### config.mk
export PLATFORM = sky130hd
export DESIGN_NAME = lcd_serial_frame_plotter
export DESIGN_NICKNAME = d
export VERILOG_FILES = /design/src/rtl/core/lsfp_pkg.sv /design/src/rtl/core/lsfp_decode.sv /design/src/rtl/core/lsfp_emit.sv /design/src/rtl/core/lcd_serial_frame_plotter.sv
export SDC_FILE = /design/constraint.sdc
export NUM_CORES = 1
export LEC_CHECK = 0
export ABC_AREA = 1
export BUFFER_PORTS_ARGS = -buffer_cell sky130_fd_sc_hd__buf_2
export CAP_MARGIN = 40
export CORE_MARGIN = 8
export CORE_UTILIZATION = 40
export DETAILED_ROUTE_END_ITERATION = 6
export GPL_ROUTABILITY_DRIVEN = 0
export GPL_TIMING_DRIVEN = 0
export SETUP_SLACK_MARGIN = 0.15
export SLEW_MARGIN = 20
export SYNTH_ARGS = -nofsm -noshare
export SYNTH_HDL_FRONTEND = slang
export SYNTH_SLANG_ARGS = --single-unit
### constraint.sdc
create_clock -name i_clk -period 2.8 [get_ports i_clk]
set_clock_uncertainty 0.1 [all_clocks]
set_input_delay 0 -clock i_clk [delete_from_list [all_inputs] [get_ports i_clk]]
set_output_delay 0 -clock i_clk [all_outputs]
set_load 0.03 [all_outputs]
### src/rtl/core/lsfp_pkg.sv
// package: request kinds, protocol constants and the decoded request type for the lcd framer
`timescale 1ns / 1ps

package lsfp_pkg;

    // request kinds carried in the cmd field
    typedef enum logic [1:0] {
        CMD_COMMAND   = 2'd0,
        CMD_DATA      = 2'd1,
        CMD_TEXT_ADDR = 2'd2,
        CMD_PLOT      = 2'd3
    } t_cmd;

    // serial protocol bytes
    localparam logic [7:0] SYNC_CMD    = 8'hF8;
    localparam logic [7:0] SYNC_DAT    = 8'hFA;
    localparam logic [7:0] NIBBLE_MASK = 8'hF0;

    // controller instructions
    localparam logic [7:0] INS_EXT_MODE   = 8'h34;
    localparam logic [7:0] INS_GFX_ON     = 8'h36;
    localparam logic [7:0] INS_BASIC_MODE = 8'h30;
    localparam logic [7:0] ADDR_BASE      = 8'h80;

    // text row base addresses, rows 1..4
    localparam logic [7:0] ROW_BASE_1 = 8'h80;
    localparam logic [7:0] ROW_BASE_2 = 8'h90;
    localparam logic [7:0] ROW_BASE_3 = 8'h88;
    localparam logic [7:0] ROW_BASE_4 = 8'h98;

    // most writes one request can cause
    localparam int MAX_WRITES = 7;
    localparam int WIDX_W     = $clog2(MAX_WRITES);

    // byte position inside one three-byte write
    typedef enum logic [1:0] {
        POS_SYNC = 2'd0,
        POS_HIGH = 2'd1,
        POS_LOW  = 2'd2
    } t_pos;

    // one decoded request: the list of writes to send
    typedef struct packed {
        logic [MAX_WRITES-1:0][7:0] val;
        logic [MAX_WRITES-1:0]      dat;
        logic [WIDX_W-1:0]          nwr;
    } t_req;

endpackage

### src/rtl/core/lsfp_decode.sv
// request decoder: maps one input word onto its list of controller writes
`timescale 1ns / 1ps

module lsfp_decode import lsfp_pkg::*; (
    input  logic [1:0] i_cmd,
    input  logic [7:0] i_byte_value,
    input  logic [6:0] i_coord_a,
    input  logic [5:0] i_coord_b,
    output t_req       o_req
);

    logic [7:0]  row_base;
    logic        row_ok;
    logic [7:0]  text_addr;
    logic [15:0] pix_word;
    logic [3:0]  x_bit;
    logic [2:0]  x_word;
    logic        y_half;
    logic [4:0]  y_row;

    // text row base lookup, rows outside 1..4 emit nothing
    always_comb begin
        row_ok   = 1'b1;
        row_base = ROW_BASE_1;
        case (i_coord_a)
            7'd1: begin
                row_base = ROW_BASE_1;
            end
            7'd2: begin
                row_base = ROW_BASE_2;
            end
            7'd3: begin
                row_base = ROW_BASE_3;
            end
            7'd4: begin
                row_base = ROW_BASE_4;
            end
            default: begin
                row_ok = 1'b0;
            end
        endcase
    end

    // column 1 maps onto the base, 8-bit wrap for anything else
    assign text_addr = row_base + {2'b00, i_coord_b} - 8'd1;

    // plot addressing pieces
    assign x_bit    = i_coord_a[3:0];
    assign x_word   = i_coord_a[6:4];
    assign y_half   = i_coord_b[5];
    assign y_row    = i_coord_b[4:0];
    assign pix_word = 16'h8000 >> x_bit;

    // write list per request kind
    always_comb begin
        o_req.val = '0;
        o_req.dat = '0;
        o_req.nwr = '0;
        case (t_cmd'(i_cmd))
            CMD_COMMAND: begin
                o_req.val[0] = i_byte_value;
                o_req.nwr    = WIDX_W'(1);
            end
            CMD_DATA: begin
                o_req.val[0] = i_byte_value;
                o_req.dat[0] = 1'b1;
                o_req.nwr    = WIDX_W'(1);
            end
            CMD_TEXT_ADDR: begin
                o_req.val[0] = text_addr;
                o_req.nwr    = row_ok ? WIDX_W'(1) : '0;
            end
            CMD_PLOT: begin
                o_req.val[0] = INS_EXT_MODE;
                o_req.val[1] = ADDR_BASE | {3'b000, y_row};
                o_req.val[2] = ADDR_BASE | {4'b0000, y_half, x_word};
                o_req.val[3] = pix_word[15:8];
                o_req.val[4] = pix_word[7:0];
                o_req.val[5] = INS_GFX_ON;
                o_req.val[6] = INS_BASIC_MODE;
                o_req.dat[3] = 1'b1;
                o_req.dat[4] = 1'b1;
                o_req.nwr    = WIDX_W'(MAX_WRITES);
            end
            default: begin
                o_req.nwr = '0;
            end
        endcase
    end

endmodule

### src/rtl/core/lsfp_emit.sv
// byte emitter: walks the held write list and drives the output register
`timescale 1ns / 1ps

module lsfp_emit import lsfp_pkg::*; (
    input  logic       i_clk,
    input  logic       i_rst_n,
    input  logic       i_front_valid,
    input  t_req       i_front,
    output logic       o_load,
    output logic       o_m_axis_tvalid,
    input  logic       i_m_axis_tready,
    output logic [7:0] o_m_axis_tdata,  // out_byte[7:0]
    output logic       o_m_axis_tlast
);

    t_req              r_cur;
    logic              r_busy;
    logic [WIDX_W-1:0] r_widx;
    t_pos              r_pos;
    logic              r_ovalid;
    logic [7:0]        r_obyte;
    logic              r_olast;

    t_pos              n_pos;
    logic              out_free;
    logic              step;
    logic              is_last;
    logic [7:0]        cur_val;
    logic              cur_dat;
    logic [7:0]        cur_byte;

    assign out_free = !r_ovalid || i_m_axis_tready;
    assign step     = r_busy && out_free;
    assign cur_val  = r_cur.val[r_widx];
    assign cur_dat  = r_cur.dat[r_widx];
    assign is_last  = (r_pos == POS_LOW) && (r_widx == r_cur.nwr - WIDX_W'(1));
    assign o_load   = !r_busy || (step && is_last);

    // byte of the current write
    always_comb begin
        n_pos    = POS_SYNC;
        cur_byte = cur_dat ? SYNC_DAT : SYNC_CMD;
        case (r_pos)
            POS_SYNC: begin
                cur_byte = cur_dat ? SYNC_DAT : SYNC_CMD;
                n_pos    = POS_HIGH;
            end
            POS_HIGH: begin
                cur_byte = cur_val & NIBBLE_MASK;
                n_pos    = POS_LOW;
            end
            POS_LOW: begin
                cur_byte = {cur_val[3:0], 4'b0000};
                n_pos    = POS_SYNC;
            end
            default: begin
                cur_byte = cur_dat ? SYNC_DAT : SYNC_CMD;
                n_pos    = POS_SYNC;
            end
        endcase
    end

    // sequencer control
    always_ff @(posedge i_clk) begin
        if (!i_rst_n) begin
            r_busy <= 1'b0;
            r_widx <= '0;
            r_pos  <= POS_SYNC;
        end else if (o_load) begin
            r_busy <= i_front_valid;
            r_widx <= '0;
            r_pos  <= POS_SYNC;
        end else if (step) begin
            r_pos <= n_pos;
            if (r_pos == POS_LOW) begin
                r_widx <= r_widx + WIDX_W'(1);
            end
        end
    end

    // current request payload
    always_ff @(posedge i_clk) begin
        if (o_load) begin
            r_cur <= i_front;
        end
    end

    // output register
    always_ff @(posedge i_clk) begin
        if (!i_rst_n) begin
            r_ovalid <= 1'b0;
        end else if (out_free) begin
            r_ovalid <= r_busy;
        end
    end

    always_ff @(posedge i_clk) begin
        if (step) begin
            r_obyte <= cur_byte;
            r_olast <= is_last;
        end
    end

    assign o_m_axis_tvalid = r_ovalid;
    assign o_m_axis_tdata  = r_obyte;
    assign o_m_axis_tlast  = r_olast;

endmodule

### src/rtl/core/lcd_serial_frame_plotter.sv
// top level: serial lcd write framer, request in, protocol bytes out
// path: input register with the decoded word, emitter request register, byte output register.
// throughput: one byte per cycle while the output is ready; 3 bytes per command, data or text address
// request, 21 bytes per plot request, set by the single byte output register.
// a text address request with a bad row is accepted and dropped, and emits nothing.
// reset: synchronous active low; clears the held request and the output valid.
`timescale 1ns / 1ps

module lcd_serial_frame_plotter import lsfp_pkg::*; (
    input  logic        i_clk,
    input  logic        i_rst_n,
    input  logic        i_s_axis_tvalid,
    output logic        o_s_axis_tready,
    input  logic [23:0] i_s_axis_tdata,  // cmd[1:0], byte_value[9:2], coord_a[16:10],
                                         // coord_b[22:17], zero pad[23]
    output logic        o_m_axis_tvalid,
    input  logic        i_m_axis_tready,
    output logic [7:0]  o_m_axis_tdata,  // out_byte[7:0]
    output logic        o_m_axis_tlast
);

    t_req r_front;
    logic r_fvalid;
    t_req dec_req;
    logic load;
    logic accept;

    // decode the incoming word
    lsfp_decode u_decode (
        .i_cmd        (i_s_axis_tdata[1:0]),
        .i_byte_value (i_s_axis_tdata[9:2]),
        .i_coord_a    (i_s_axis_tdata[16:10]),
        .i_coord_b    (i_s_axis_tdata[22:17]),
        .o_req        (dec_req)
    );

    assign o_s_axis_tready = !r_fvalid || load;
    assign accept          = i_s_axis_tvalid && o_s_axis_tready;

    // input register holding the next decoded request, empty lists are dropped
    always_ff @(posedge i_clk) begin
        if (!i_rst_n) begin
            r_fvalid <= 1'b0;
        end else begin
            r_fvalid <= (r_fvalid && !load) || (accept && (dec_req.nwr != '0));
        end
    end

    always_ff @(posedge i_clk) begin
        if (accept) begin
            r_front <= dec_req;
        end
    end

    // byte emitter
    lsfp_emit u_emit (
        .i_clk           (i_clk),
        .i_rst_n         (i_rst_n),
        .i_front_valid   (r_fvalid),
        .i_front         (r_front),
        .o_load          (load),
        .o_m_axis_tvalid (o_m_axis_tvalid),
        .i_m_axis_tready (i_m_axis_tready),
        .o_m_axis_tdata  (o_m_axis_tdata),
        .o_m_axis_tlast  (o_m_axis_tlast)
    );

endmodule
Word level (Yosys, flattened, before mapping)
Index checks and enable logic that the tools add are counted.

storage, ports and cells
  word-level logic and storage cells = 80
  register bits after elaboration = 141
  bits of input ports = 28

cells by class
  reduce and logical (&&, ||, !) cells = 21
  muxes and demuxes = 15
  equality and inequality tests = 10
  magnitude comparators = 1
  shift-type cells = 1
  bitwise logic cells = 1
  add/subtract/negate cells = 4

operator list
  kind                                                 count
  2-to-1 mux 46 bit                                    1
  binary-select mux 8 bit (select 3 bit)               1
  one-hot mux 8 bit (3 select lines)                   1
  one-hot mux 8 bit (2 select lines)                   1
  right shift 16 x 4 -> 16 bit, first input constant   1
  one-hot mux 5 bit (3 select lines)                   1
  equality test 7 x 2 -> 1 bit, second input constant  2
  one-hot mux 3 bit (3 select lines)                   1
  adder 8 x 6 -> 8 bit                                 1
  2-to-1 mux 8 bit                                     1
  subtractor 8 x 1 -> 8 bit, second input constant     1
  equality test 7 x 1 -> 1 bit, second input constant  1
  equality test 7 x 3 -> 1 bit, second input constant  1
  equality test 2 bit, second input constant           3
  logical AND 1 bit                                    6
  equality test 2 x 1 -> 1 bit, second input constant  2
  logical NOT 1 bit                                    4
  logical NOT 2 bit                                    2
  logical OR 1 bit                                     4
  < comparator 3 x 4 -> 1 bit, second input constant   1
  2-to-1 mux 1 bit                                     4
  2-to-1 mux 2 bit                                     2
  one-hot mux 2 bit (2 select lines)                   1
  OR reduction 2 bit                                   2
  other kinds (8)                                      8

Depth between registers and ports, before layout
  depth after elaboration = 9
  gate-level depth with buffers = 15
  depth with buffers taken out = 15

Hierarchy
From an unflattened synthesis, not the netlist that was laid out.

unflattened totals
  cells, all modules = 553
  area total of the unflattened synthesis = 6371.1 um^2

modules (own cells, without submodules)
  module                    cells each  area an instance (um^2)  times used
  lsfp_emit                 319         3442.1                   1
  lcd_serial_frame_plotter  76          2047.0                   1
  lsfp_decode               158         882.1                    1

Worst setup path after synthesis
Ideal clock, no wire load.

  kind = flip-flop to flip-flop
  start = register u_emit.r_cur[1] (netlist bit)
  end = register r_front[0] (netlist bit), enable pin
  setup time = 0.391 ns
  arrival = 2.071 ns
  stages on the path, launching flop included = 10
  slack = 0.239 ns
  path through = edfxtp_1 > inv_1 > ha_1 > nand2_1 > nand2_1 > nor2_1 > nand3_2 > nand3_2 > nand2_1 > inv_1

on the way
  word-level cells in the longest chain between the ends = 7

RTL lines
  item                       RTL line                        source
  start: declaration         lsfp_emit.sv:16                 t_req r_cur;
  start signal: assignment   lsfp_emit.sv:84                 r_cur <= i_front;
  subtractor 3 x 1 -> 3 bit  lsfp_emit.sv:36                 assign is_last = (r_pos == POS_LOW) && (r_widx == r_cur.nwr - WIDX_W'(1));
  equality test 3 bit        lsfp_emit.sv:36
  logical AND 1 bit          lsfp_emit.sv:36
  logical AND 1 bit          lsfp_emit.sv:37                 assign o_load = !r_busy || (step && is_last);
  logical OR 1 bit           lsfp_emit.sv:37
  logical OR 1 bit           lcd_serial_frame_plotter.sv:37  assign o_s_axis_tready = !r_fvalid || load;
  net o_s_axis_tready        lcd_serial_frame_plotter.sv:13  output logic o_s_axis_tready,
  logical AND 1 bit          lcd_serial_frame_plotter.sv:38  assign accept = i_s_axis_tvalid && o_s_axis_tready;
  net accept                 lcd_serial_frame_plotter.sv:26  logic accept;
  end signal: assignment     lcd_serial_frame_plotter.sv:51  r_front <= dec_req;
  end: declaration           lcd_serial_frame_plotter.sv:22  t_req r_front;

The timed path passes the listed nets, and every way through them passes these cells.
A chain may end at the register's enable or synchronous reset.

==> flow_summary.json <==
{
  "final_cell_mix": "79 x edfxtp_1, 66 x nand2_1, 53 x nor2_1, 44 x inv_1, 36 x buf_2",
  "chipWidth_um": 115,
  "drt_iter0_markers": 136,
  "synth_top_area_frac": 0.611,
  "io_pins": 39,
  "dp_hpwl_um": 5310,
  "reg2reg_depth": 8,
  "cts.clk_slew.worst_paths_ns": 0.09,
  "fin_cells": 579,
  "die_area_um2": 13100,
  "postRouteAntennaNets": 0,
  "critPathMaxFanout": 5,
  "yosysTopAreaCell": "edfxtp_1",
  "via_per_inst": 4.62,
  "startpoint_type": "primary input",
  "cts-buffers-inserted": 9,
  "regToRegStartpoint": "u_emit.r_cur[1]",
  "grt_pass1_vias": 2673,
  "vias": 2675,
  "grt_max_degree": 37,
  "setup_violations": 0,
  "synthesis.area_um2": 3880,
  "power.leakage_nw": 1.99,
  "syn2layout_area_growth_pct": 24.2,
  "cts_buffer_depth": 2,
  "status": "finished clean",
  "ir_drop_mv": 0.207,
  "multi_input_area_um2": 1120,
  "dp_slack_ns": 0.329,
  "netlist_instances": 358,
  "final_common_cell": "edfxtp_1",
  "clk_latency_ns": 0.35,
  "yosys.area_share.adder": 0.0470,
  "fin_ws_ns": 0.386,
  "synth_cell_type_count": 33,
  "crit_chain": "dlygate4sd3_1 -> buf_2 -> inv_1 -> ha_1 -> inv_1 -> ha_1 -> a21oi_1 -> nand2b_1 -> nand4_1 -> nand3_1 -> nand2_1 -> dlygate4sd3_1",
  "start_util": 0.405,
  "worstMarginPinSlew_ns": 0.579,
  "grt_util_all_layers": 0.121,
  "fp.coreArea_um2": 9590,
  "period_needed_ns": 2.41,
  "hold_depth": 4,
  "drv_cap": 0,
  "r2r-end": "r_front[43]",
  "ff_latch_area_um2": 2530,
  "fmax_ghz": 0.414,
  "nFillCells": 855,
  "fin_area_um2": 4820,
  "place_inst": 527,
  "yosys_warnings": 0,
  "wl_per_cell_um": 12.7,
  "layout-drive-gt1-share": 0.150,
  "die_height_um": 115,
  "synth_top_family_by_area": "simple AND/OR/NAND/NOR gates",
  "synthMuxAreaShare": 0,
  "synth-seq-cells": 87,
  "avgSynthCellArea_um2": 10.8,
  "gr-total-overflow": 0,
  "synth_seq_area_share": 0.652,
  "rsz0062_at_grt": "false",
  "routed_wl_um": 7350,
  "path_class": "primary input to flop",
  "slowest_stage": "dlygate4sd3_1",
  "max_stage_delay_ns": 0.54,
  "yosys-top-cells-area": "edfxtp_1 61%, nand2_1 6.5%, nor2_1 5.1%",
  "n_antenna_cell": 0,
  "ff2ff_setup_slack_ns": 0.45,
  "cts_sinks": 87,
  "hold_start": "i_s_axis_tdata[13]",
  "power_density_nw_per_um2": 572,
  "htreeDepth": 3,
  "grt_first_pass_wirelength_um": 12400,
  "timing.final.crit_share": 0.862,
  "drc": 0,
  "cts_root_buf": "clkbuf_8",
  "cts_setup_buffers": 0,
  "min_to": "r_front[39]",
  "io_buffers": 35,
  "cts_tree": "built",
  "std_cell_rows": 36,
  "synth_compound_area_frac": 0.0654,
  "crit_arrival_ns": 2.42,
  "hold_viol": 0,
  "antenna_found_initial": 0,
  "yosys.area_share.simple": 0.164,
  "dr.pass1.iters": 4,
  "end_kind": "flop",
  "place_area_um2": 4230,
  "fin_nets": 483,
  "cp.required_ns": 2.81,
  "relSlewSlack": 0.613,
  "final_max_slew_viol_count": 0,
  "holdCritPathClass": "primary input to flop",
  "synth_xor_area_frac": 0.00902
}
[kinds of logic (layout without fill, tap and decap cells)]
logic type / after synthesis / in the layout
other: 1 / 2
buffers and inverters: 55 / 142
XOR/XNOR: 4 / 4
flip-flops: 87 / 87
adder cells (fa/ha/maj): 14 / 14
AO/OA/AOI/OAI: 44 / 44
AND/OR/NAND/NOR: 153 / 153
[state kept, by name, indices dropped and copies added, names as in the netlist]
register	count
u_emit.o_m_axis_tvalid	1
r_fvalid	1
u_emit.r_busy	1
u_emit.o_m_axis_tlast	1
u_emit.r_cur	36
u_emit.r_pos	2
r_front	36
u_emit.r_widx	3
u_emit.o_m_axis_tdata	6
[synthesized netlist by cell type]
| cell type | count |
|---|---|
| buf_4 | 6 |
| xnor2_1 | 1 |
| o221ai_1 | 1 |
| fa_1 | 1 |
| a21oi_1 | 18 |
| o22ai_1 | 1 |
| a22o_1 | 1 |
| nor2_2 | 1 |
| nor3_1 | 6 |
| o21ai_0 | 16 |
| nor2_1 | 53 |
| a211oi_1 | 1 |
| a21oi_4 | 1 |
| edfxtp_1 | 79 |
| xor2_1 | 3 |
| o21a_1 | 1 |
| o21bai_1 | 1 |
| nand4_1 | 4 |
| ha_1 | 13 |
| nand2b_1 | 1 |
| a21o_1 | 1 |
| nand3_2 | 3 |
| a22oi_1 | 1 |
| buf_2 | 1 |
| inv_1 | 45 |
| dfxtp_1 | 8 |
| a31oi_1 | 1 |
| buf_6 | 1 |
| nand2_1 | 67 |
| nand3_1 | 18 |
| conb_1 | 1 |
| inv_2 | 1 |
| clkbuf_1 | 1 |
[what timing repair did]
| action | 4_1_cts | 5_1_grt |
|---|---|---|
| hold buffers | 35 | 0 |
| endpoints found under the hold margin | 42 | 0 |
| resized for setup | 0 | 1 |
| endpoints found under the setup margin | 0 | 15 |
[worst max path at each step]
stage                                   from           to  cells past startpoint
after floorplan              u_emit.r_cur[1]   r_front[0]                      9
after global placement       u_emit.r_cur[1]  r_front[47]                      9
after detailed placement     u_emit.r_cur[1]  r_front[46]                      9
after CTS                    u_emit.r_cur[1]  r_front[47]                      9
after global routing         u_emit.r_cur[1]  r_front[43]                      8
final                     i_s_axis_tdata[20]  r_front[16]                     12
[stage by stage]
| step | hold slack, ns | power (mW) | utilization | TNS, ns |
|---|---|---|---|---|
| after floorplan | 0.0115 | 1.71 | - | 0 |
| after CTS | 0.00302 | 2.78 | 0.501 | 0 |
| after global routing | 0.0284 | 2.87 | 0.503 | 0 |
| after global placement | 0.139 | 1.79 | 0.441 | -1.64 |
| after detailed placement | 0.144 | 1.79 | 0.441 | 0 |
| final | 0.0161 | 2.76 | 0.503 | 0 |
[layer usage]
metal,track usage,wire length (um)
met3,0.0380,402
met2,0.196,3520
met1,0.141,3230
met4,0.0648,198
met5,0,0
[power by group]
group / internal (mW) / total, mW / leakage, nW / switching, mW
Sequential: 1.52 / 1.55 / 0.868 / 0.0323
Clock: 0.511 / 0.955 / 0.109 / 0.445
Combinational: 0.105 / 0.252 / 1.01 / 0.147
[critical path: cells and delay by family]
family	cells	cell delay (ns)
and+or+nand+nor	4	0.36
buffers and inverters	5	1.26
adders and majority gates	2	0.61
AOI/OAI and AO/OA	1	0.20
[cell type report]
cell class              count  share of cell area
clock buffers              10              0.0265
clock inverters             6              0.0192
flip-flops and latches     87               0.525
well taps                 133              0.0345
plain buffers               9              0.0135
repair buffers             71               0.113
multi-input cells         217               0.232
inverters                  46              0.0361
Power figures use the tool's default switching activity.
